<file path="src/rtl/kts_pkg.sv">
// ----------------------------------------------------------------------------
// kts_pkg
// Shared types and constants of the keyframe timeline sampler.
// ----------------------------------------------------------------------------
package kts_pkg;

  localparam int unsigned ENTRY_COUNT_DEF = 64;
  localparam int unsigned TICK_BITS_DEF   = 32;

  localparam int unsigned DUR_W      = 16;
  localparam int unsigned POSE_W     = 8;
  localparam int unsigned OFS_W      = 16;
  localparam int unsigned LANES      = 6;
  localparam int unsigned FRAC_W     = 17;
  localparam int unsigned FRAC_QBITS = 16;
  localparam int unsigned FRAC_ONE   = 65536;
  localparam int unsigned IN_IDX_W   = 6;
  localparam int unsigned CFG_DATA_W = 6;
  localparam int unsigned TICK_IN_W  = 32;

  typedef enum logic [1:0] {
    REQ_WRITE  = 2'd0,
    REQ_START  = 2'd1,
    REQ_SAMPLE = 2'd2
  } req_e;

  typedef enum logic {
    CFG_FIRST_ENTRY = 1'b0,
    CFG_LAST_ENTRY  = 1'b1
  } cfg_reg_e;

  typedef struct packed {
    logic [1:0]          req_type;
    logic [5:0]          entry_index;
    logic [15:0]         entry_duration;
    logic [7:0]          entry_pose;
    logic signed [15:0]  entry_sway_x;
    logic signed [15:0]  entry_sway_y;
    logic signed [15:0]  entry_sway_z;
    logic signed [15:0]  entry_move_x;
    logic signed [15:0]  entry_move_y;
    logic signed [15:0]  entry_move_z;
    logic [31:0]         now_tick;
  } in_t;

  typedef struct packed {
    logic [7:0]          pose_from;
    logic [7:0]          pose_to;
    logic [16:0]         blend_factor;
    logic signed [15:0]  sway_x;
    logic signed [15:0]  sway_y;
    logic signed [15:0]  sway_z;
    logic signed [15:0]  move_x;
    logic signed [15:0]  move_y;
    logic signed [15:0]  move_z;
    logic [5:0]          current_index;
  } out_t;

  // Offsets: lanes 0..2 are sway x/y/z, lanes 3..5 are move x/y/z.
  typedef struct packed {
    logic [DUR_W-1:0]             dur;
    logic [POSE_W-1:0]            pose;
    logic [LANES-1:0][OFS_W-1:0]  ofs;
  } entry_t;

  typedef enum logic [4:0] {
    ST_IDLE,
    ST_INIT,
    ST_CHECK,
    ST_ADVANCE,
    ST_PER_INIT,
    ST_PER_NEXT,
    ST_PER_ADD,
    ST_SKIP_INIT,
    ST_SKIP_DIV,
    ST_SKIP_APPLY,
    ST_READ_FROM,
    ST_READ_TO,
    ST_LATCH_TO,
    ST_FRAC_DIV,
    ST_FRAC_DONE,
    ST_MUL,
    ST_ACC,
    ST_OUT
  } state_e;

  typedef enum logic [4:0] {
    OP_NONE,
    OP_WRITE,
    OP_START,
    OP_LOAD,
    OP_SET_END,
    OP_STEP,
    OP_PER_INIT,
    OP_PER_NEXT,
    OP_PER_ADD,
    OP_SKIP_INIT,
    OP_DIV_STEP,
    OP_SKIP_APPLY,
    OP_READ_FROM,
    OP_READ_TO,
    OP_LATCH_TO,
    OP_FRAC_DONE,
    OP_MUL,
    OP_ACC,
    OP_OUT
  } dp_op_e;

  typedef struct packed {
    dp_op_e      op;
    logic [2:0]  lane;
  } dp_cmd_t;

  typedef struct packed {
    logic behind;
    logic loop_closed;
    logic frac_full;
  } dp_status_t;

endpackage

</file>
<file path="src/rtl/kts_ctrl.sv">
// ----------------------------------------------------------------------------
// kts_ctrl
// Sequencer of the sampler: walks the timeline, the loop skip, the divider
// and the blend lanes, and owns the handshakes.
// ----------------------------------------------------------------------------
module kts_ctrl #(
  parameter int unsigned ENTRY_COUNT = 64,
  parameter int unsigned TICK_BITS   = 32
) (
  input  logic                clk_i,
  input  logic                rst_ni,
  input  logic                in_valid_i,
  output logic                in_ready_o,
  input  logic [1:0]          req_type_i,
  output logic                out_valid_o,
  input  logic                out_ready_i,
  input  kts_pkg::dp_status_t status_i,
  output kts_pkg::dp_cmd_t    cmd_o
);
  import kts_pkg::*;

  localparam int unsigned CNT_MAX = (ENTRY_COUNT + 1 > TICK_BITS) ? ENTRY_COUNT + 1 : TICK_BITS;
  localparam int unsigned CNT_W   = $clog2(CNT_MAX + 1);

  state_e           state_q, state_d;
  logic [CNT_W-1:0] cnt_q, cnt_d;
  logic             pass_q, pass_d;
  logic             out_valid_q, out_valid_d;
  logic             can_step, out_free;

  assign can_step = status_i.behind && (32'(cnt_q) <= ENTRY_COUNT);
  assign out_free = !out_valid_q || out_ready_i;

  always_comb begin
    state_d = state_q;
    cnt_d   = cnt_q;
    pass_d  = pass_q;
    unique case (state_q)
      ST_IDLE: begin
        if (in_valid_i && (req_type_i == REQ_SAMPLE)) begin
          state_d = ST_INIT;
        end
      end
      ST_INIT: begin
        cnt_d   = '0;
        pass_d  = 1'b0;
        state_d = ST_CHECK;
      end
      ST_CHECK: begin
        priority if (can_step) begin
          cnt_d   = cnt_q + CNT_W'(1);
          state_d = ST_ADVANCE;
        end else if (!pass_q && status_i.behind) begin
          state_d = ST_PER_INIT;
        end else begin
          state_d = ST_READ_FROM;
        end
      end
      ST_ADVANCE:  state_d = ST_CHECK;
      ST_PER_INIT: begin
        cnt_d   = '0;
        state_d = ST_PER_NEXT;
      end
      ST_PER_NEXT: state_d = ST_PER_ADD;
      ST_PER_ADD: begin
        if (status_i.loop_closed || (32'(cnt_q) == ENTRY_COUNT)) begin
          state_d = ST_SKIP_INIT;
        end else begin
          cnt_d   = cnt_q + CNT_W'(1);
          state_d = ST_PER_NEXT;
        end
      end
      ST_SKIP_INIT: begin
        cnt_d   = '0;
        state_d = ST_SKIP_DIV;
      end
      ST_SKIP_DIV: begin
        if (32'(cnt_q) == TICK_BITS - 1) begin
          state_d = ST_SKIP_APPLY;
        end else begin
          cnt_d = cnt_q + CNT_W'(1);
        end
      end
      ST_SKIP_APPLY: begin
        pass_d  = 1'b1;
        cnt_d   = '0;
        state_d = ST_CHECK;
      end
      ST_READ_FROM: state_d = ST_READ_TO;
      ST_READ_TO:   state_d = ST_LATCH_TO;
      ST_LATCH_TO: begin
        cnt_d   = '0;
        state_d = status_i.frac_full ? ST_MUL : ST_FRAC_DIV;
      end
      ST_FRAC_DIV: begin
        if (32'(cnt_q) == FRAC_QBITS - 1) begin
          cnt_d   = '0;
          state_d = ST_FRAC_DONE;
        end else begin
          cnt_d = cnt_q + CNT_W'(1);
        end
      end
      ST_FRAC_DONE: state_d = ST_MUL;
      ST_MUL:       state_d = ST_ACC;
      ST_ACC: begin
        if (32'(cnt_q) == LANES - 1) begin
          state_d = ST_OUT;
        end else begin
          cnt_d   = cnt_q + CNT_W'(1);
          state_d = ST_MUL;
        end
      end
      ST_OUT: begin
        if (out_free) begin
          state_d = ST_IDLE;
        end
      end
      default: state_d = ST_IDLE;
    endcase
  end

  always_comb begin
    in_ready_o = 1'b0;
    cmd_o.op   = OP_NONE;
    cmd_o.lane = cnt_q[2:0];
    unique case (state_q)
      ST_IDLE: begin
        in_ready_o = 1'b1;
        if (in_valid_i) begin
          unique case (req_type_i)
            REQ_WRITE:  cmd_o.op = OP_WRITE;
            REQ_START:  cmd_o.op = OP_START;
            REQ_SAMPLE: cmd_o.op = OP_LOAD;
            default:    cmd_o.op = OP_NONE;
          endcase
        end
      end
      ST_INIT, ST_ADVANCE: cmd_o.op = OP_SET_END;
      ST_CHECK:      cmd_o.op = can_step ? OP_STEP : OP_NONE;
      ST_PER_INIT:   cmd_o.op = OP_PER_INIT;
      ST_PER_NEXT:   cmd_o.op = OP_PER_NEXT;
      ST_PER_ADD:    cmd_o.op = OP_PER_ADD;
      ST_SKIP_INIT:  cmd_o.op = OP_SKIP_INIT;
      ST_SKIP_DIV, ST_FRAC_DIV: cmd_o.op = OP_DIV_STEP;
      ST_SKIP_APPLY: cmd_o.op = OP_SKIP_APPLY;
      ST_READ_FROM:  cmd_o.op = OP_READ_FROM;
      ST_READ_TO:    cmd_o.op = OP_READ_TO;
      ST_LATCH_TO:   cmd_o.op = OP_LATCH_TO;
      ST_FRAC_DONE:  cmd_o.op = OP_FRAC_DONE;
      ST_MUL:        cmd_o.op = OP_MUL;
      ST_ACC:        cmd_o.op = OP_ACC;
      ST_OUT:        cmd_o.op = out_free ? OP_OUT : OP_NONE;
      default:       cmd_o.op = OP_NONE;
    endcase
    if (cmd_o.op == OP_OUT) begin
      out_valid_d = 1'b1;
    end else begin
      out_valid_d = out_valid_q && !out_ready_i;
    end
  end

  always_ff @(posedge clk_i or negedge rst_ni) begin
    if (!rst_ni) begin
      state_q     <= ST_IDLE;
      cnt_q       <= '0;
      pass_q      <= 1'b0;
      out_valid_q <= 1'b0;
    end else begin
      state_q     <= state_d;
      cnt_q       <= cnt_d;
      pass_q      <= pass_d;
      out_valid_q <= out_valid_d;
    end
  end

  assign out_valid_o = out_valid_q;

endmodule

</file>
<file path="config.mk">
export PLATFORM = sky130hd
export DESIGN_NAME = kts_ctrl
export DESIGN_NICKNAME = d
export VERILOG_FILES = /design/src/rtl/kts_pkg.sv /design/src/rtl/kts_ctrl.sv
export SDC_FILE = /design/constraint.sdc
export NUM_CORES = 1
export LEC_CHECK = 0
export BUFFER_PORTS_ARGS = -buffer_cell sky130_fd_sc_hd__clkbuf_2
export CAP_MARGIN = 15
export CORE_UTILIZATION = 53
export CTS_BUF_LIST = sky130_fd_sc_hd__clkbuf_4
export CTS_CLUSTER_DIAMETER = 40
export DETAILED_ROUTE_END_ITERATION = 8
export PLACE_DENSITY = 0.83
export SYNTH_ARGS = -nofsm -noshare
export SYNTH_HDL_FRONTEND = slang
export SYNTH_SLANG_ARGS = --single-unit
</file>
<file path="constraint.sdc">
create_clock -name clk_i -period 4.6 [get_ports clk_i]
set_input_delay 0.92 -clock clk_i [delete_from_list [all_inputs] [get_ports clk_i]]
set_output_delay 0.92 -clock clk_i [all_outputs]
set_load 0.03 [all_outputs]
</file>
Yosys cells after proc, flatten, opt, wreduce, memory -nomap -nowiden:

Index checks and enable logic that the tools add are counted.

* input bits: 9
* RAM bits: 0
* bits in registers: 14
* latch bits: 0
* bits in read-only memories: 0
* logic and storage cells: 81
* output and inout bits: 10
* memories: 0

* equal/unequal tests: 32
* $lt $le $gt $ge: 1
* reductions and logical operators: 19
* multipliers: 0
* $add $sub $neg: 1
* multiplexer cells: 24
* divide/modulo/power cells: 0
* shift-type cells: 0
* bitwise operators: 0

Operator list (number)
* $pmux W5 S16: 2
* $pmux W7 S6: 1
* $eq A5 B4 Y1 const B: 8
* $mux W7: 5
* $mux W5: 6
* $eq A5 B3 Y1 const B: 4
* $ne A2 B2 Y1 const B: 8
* $eq A5 B5 Y1 const B: 3
* $eq A5 B2 Y1 const B: 2
* $mux W4: 2
* $add A7 B1 Y7 const B: 1
* $eq A7 B3 Y1 const B: 1
* $eq A7 B4 Y1 const B: 1
* $eq A7 B5 Y1 const B: 1
* $eq A7 B7 Y1 const B: 1
* $le A7 B7 Y1 const B: 1
* $mux W2: 3
* $pmux W2 S3: 1
* $reduce_bool A6 Y1: 1
* $eq A5 B1 Y1 const B: 1
* $logic_not A5 Y1: 1
* $reduce_and A5 Y1: 1
* $reduce_or A5 Y1: 1
* $logic_and A1 B1 Y1: 4
* 12 further kinds: 17

Logic depth before layout (Yosys ltp):

* word-level depth: 6
* mapped depth: 8
* depth with buffers taken out: 7

Worst setup path before layout:

OpenSTA, ideal clock, no wires.

* path type: input-to-output
* start point: in req_type_i[0]
* end point: out cmd_o[3] (netlist bit)
* setup slack: 1481 ps
* data arrival time: 2199 ps
* required time: 3680 ps
* path buffers: 0
* stages: 3
* cell sequence: inv_1 > a21oi_1 > o311ai_0

RTL lines
* start, declared: RTL line kts_ctrl.sv:14 `input logic [1:0] req_type_i,`
* end, declared: RTL line kts_ctrl.sv:18 `output kts_pkg::dp_cmd_t cmd_o`

==> metrics.yaml <==
min_path:
  hold_path.class: "in2async"
power_and_ir_drop:
  p_per_area_mw_per_mm2: 141.3
  power_frac_seq_pct: 60.4
  p_int_uw: 157.5
  power_leakage_nw: 0.6148
  power.switching_uw: 46.12
  clkPwrFrac_pct: 34.8
  swShare_pct: 22.65
  ir_worst_vdd_uv: 151.1
  comb_power_share_pct: 4.8
logic_synthesis:
  yosysTopAreaCellShare_pct: 25.62
  synth_cells: 179
  yosys.area_share.xor_xnor_pct: 0
  synth-simple-area-share_pct: 35.32
  synth_fa_ha_area_share_pct: 3.660
  synth.area.top_cells: "dfrtp_1, nand2_1, nand3_1"
  syn_nets: 192
  synthesis.area_mm2: 0.001368
  synth_warnings: 0
  ys_seq_area_share_pct: 25.62
  ys_async_sr_fraction_pct: 100.0
  yosys_most_used_dff: "dfrtp_1"
  avgSynthCellArea_um2: 7.640
  ys_seq_elements: 14
  synth-edff-count: 0
  synth-compound-area-share_pct: 23.88
  synthDistinctLibCells: 53
  synth_top_area_cell: "dfrtp_1"
  synthMuxAreaShare_pct: 3.751
  synth_top_family_by_area: "simple AND/OR/NAND/NOR gates"
outcome:
  status: "finished, final reports clean"
clock_tree:
  root_buffer: "clkbuf_4"
  cts-htree-levels: 1
  hold_buffers: 0
  cts.path.max_buffers: 2
  clkSinkCount: 14
  clkLatencyLatePin_ns: 0.28
  cts_tree: "yes"
  cts.clk_slew.worst_paths_ns: 0.09
  cts-buffers-inserted: 3
  cts.repair.resized: 0
  postCtsSetupBuffers: 0
sta:
  finalSetupTns_ns: 0
  setup_viol: 0
  maxSlewHeadroom_pct: 53.65
  skew_ns: 0.003255
  slew_viol_final: 0
  fin_crit_sh_pct: 69.17
  report.final.hold_viol_count: 0
  layout_min_cycle_time_ns: 3.182
  worst_slew_pin_slew_ns: 0.6953
  fmax_ghz: 0.3143
  rsz0062_at_grt: "false"
  whs_ns: 0.5360
final_layout:
  drive_gt1_share_pct: 13.44
  fin_nets: 201
  layout_common_cells: "nand2_1, clkbuf_2, dfrtp_1"
  area_growth_pct: 5.398
  n_antenna_cell: 0
  final_area_mm2: 0.001441
  final_common_cell: "nand2_1"
drt:
  drt-initial-drc-count: 63
  drtAntennaViolNets: 0
  vias: 1408
  dr.pass1.iters: 4
  routed_wl_mm: 3.309
  wl_per_cell_um: 15.32
  via_per_inst: 6.519
  drc: 0
floorplanning:
  initial_utilization_pct: 55.71
  design.die.area_mm2: 0.002787
  die_x_um: 52.80
  core_area_mm2: 0.002455
  std_cell_rows: 18
  die_y_um: 52.80
  ios: 19
worst_setup_path:
  start_kind: "flop"
  end_kind: "output port"
  cp_max_fo: 24
  required_ns: 3.68
  crit_arrival_ns: 2.26
  path_class: "reg2out"
grt:
  grt_usage_pct: 25.76
  grt_max_degree: 27
  grt-ovfl-total: 0
  grt_pass1_wl_mm: 5.244
  antenna_found_initial: 0
  grt_pass1_vias: 1265
place:
  dp.final_hpwl_mm: 2.435
  portBuffers: 18
  gp_congestion: 0.9339
  place_area_mm2: 0.001419
run:
  maxCapViolCount: 0
==> logic make-up after synthesis <==
group	after synthesis
adders and majority gates	4
buffers and inverters	22
muxes	5
DFF	14
and+or+nand+nor	88
AOI/OAI and AO/OA	46
==> registers in the layout, summed over array words and instances (netlist names) <==
register and count:
out_valid_o 1, cnt_q 7, pass_q 1, state_q 5
==> metrics by stage <==
step | std cells | utilization, % | worst slack [ns] | power (mW)
global placement | 213 | 57.80 | 1.859 | 0.1350
detailed placement | 213 | 57.80 | 1.792 | 0.1354
global route | 216 | 58.72 | 1.294 | 0.2114
CTS | 216 | 58.72 | 1.476 | 0.2060
floorplan | 179 | - | 1.481 | 0.1282
finish | 216 | 58.72 | 1.418 | 0.2037
==> power groups by stage <==
| stage | clock network (mW) | registers [mW] | logic [mW] |
|---|---|---|---|
| detailed placement | 0 | 0.125 | 0.00996 |
| global route | 0.0774 | 0.123 | 0.0110 |
| floorplan | 0 | 0.125 | 0.00278 |
| global placement | 0 | 0.125 | 0.00958 |
| finish | 0.0710 | 0.123 | 0.00978 |
| CTS | 0.0731 | 0.123 | 0.0100 |
==> Yosys cell counts, types with 2 or more instances <==
cell,instances
o21ai_0,8
mux2i_1,4
ha_1,4
nand2b_1,7
nor3_1,4
nor2_1,11
buf_2,4
a221oi_1,2
nand3b_1,5
a21oi_1,9
clkbuf_1,4
buf_4,3
and4b_1,2
nand2_1,22
or4_1,2
o31ai_1,5
dfrtp_1,14
a32oi_1,2
buf_1,2
nor2b_1,6
a21boi_1,2
and3_1,2
and2_1,4
nor3_2,2
nor4_1,4
nand3_1,11
inv_1,8
==> critical path, stage by stage, from the launching register on <==
cell      delay [ns]
dfrtp_1         0.77
nor4b_1         0.46
and2_1          0.25
nand3b_1        0.12
o311ai_0        0.11
clkbuf_2        0.27
==> path summary, 6_finish.rpt <==
kind / start / to / slack, ns / cells after the start
setup / recovery: state_q[1] / cmd_o[3] / 1.42 / 5
hold / removal: rst_ni / state_q[2] / 0.54 / 1
setup reg to reg: state_q[0] / cnt_q[4] / 2.38 / 5
hold reg to reg: pass_q / pass_q / 0.59 / 2
max in group asynchronous: rst_ni / state_q[4] / 3.79 / 1
min in group clk_i: pass_q / pass_q / 0.59 / 2
==> metal layers <==
| layer | wire, um | vias to the layer above | share of wire, % | GRT usage (%) |
|---|---|---|---|---|
| li1 | - | 674 | - | - |
| met1 | 1428 | 657 | 43 | 30.27 |
| met2 | 1590 | 64 | 48 | 43.46 |
| met3 | 202 | 13 | 6.1 | 3.768 |
| met4 | 88 | 0 | 2.7 | 15.79 |
| met5 | 0 | - | 0 | 0 |
==> layout make-up <==
cell class / instances / area [um2]
Multi-Input combinational cell: 143 / 910.9
Fill cell: 233 / 1013
Tap cell: 30 / 37.54
Clock buffer: 3 / 22.52
Inverter: 8 / 30.03
Timing Repair Buffer: 18 / 90.09
Sequential cell: 14 / 350.3
(Power assumes the default switching activity.)
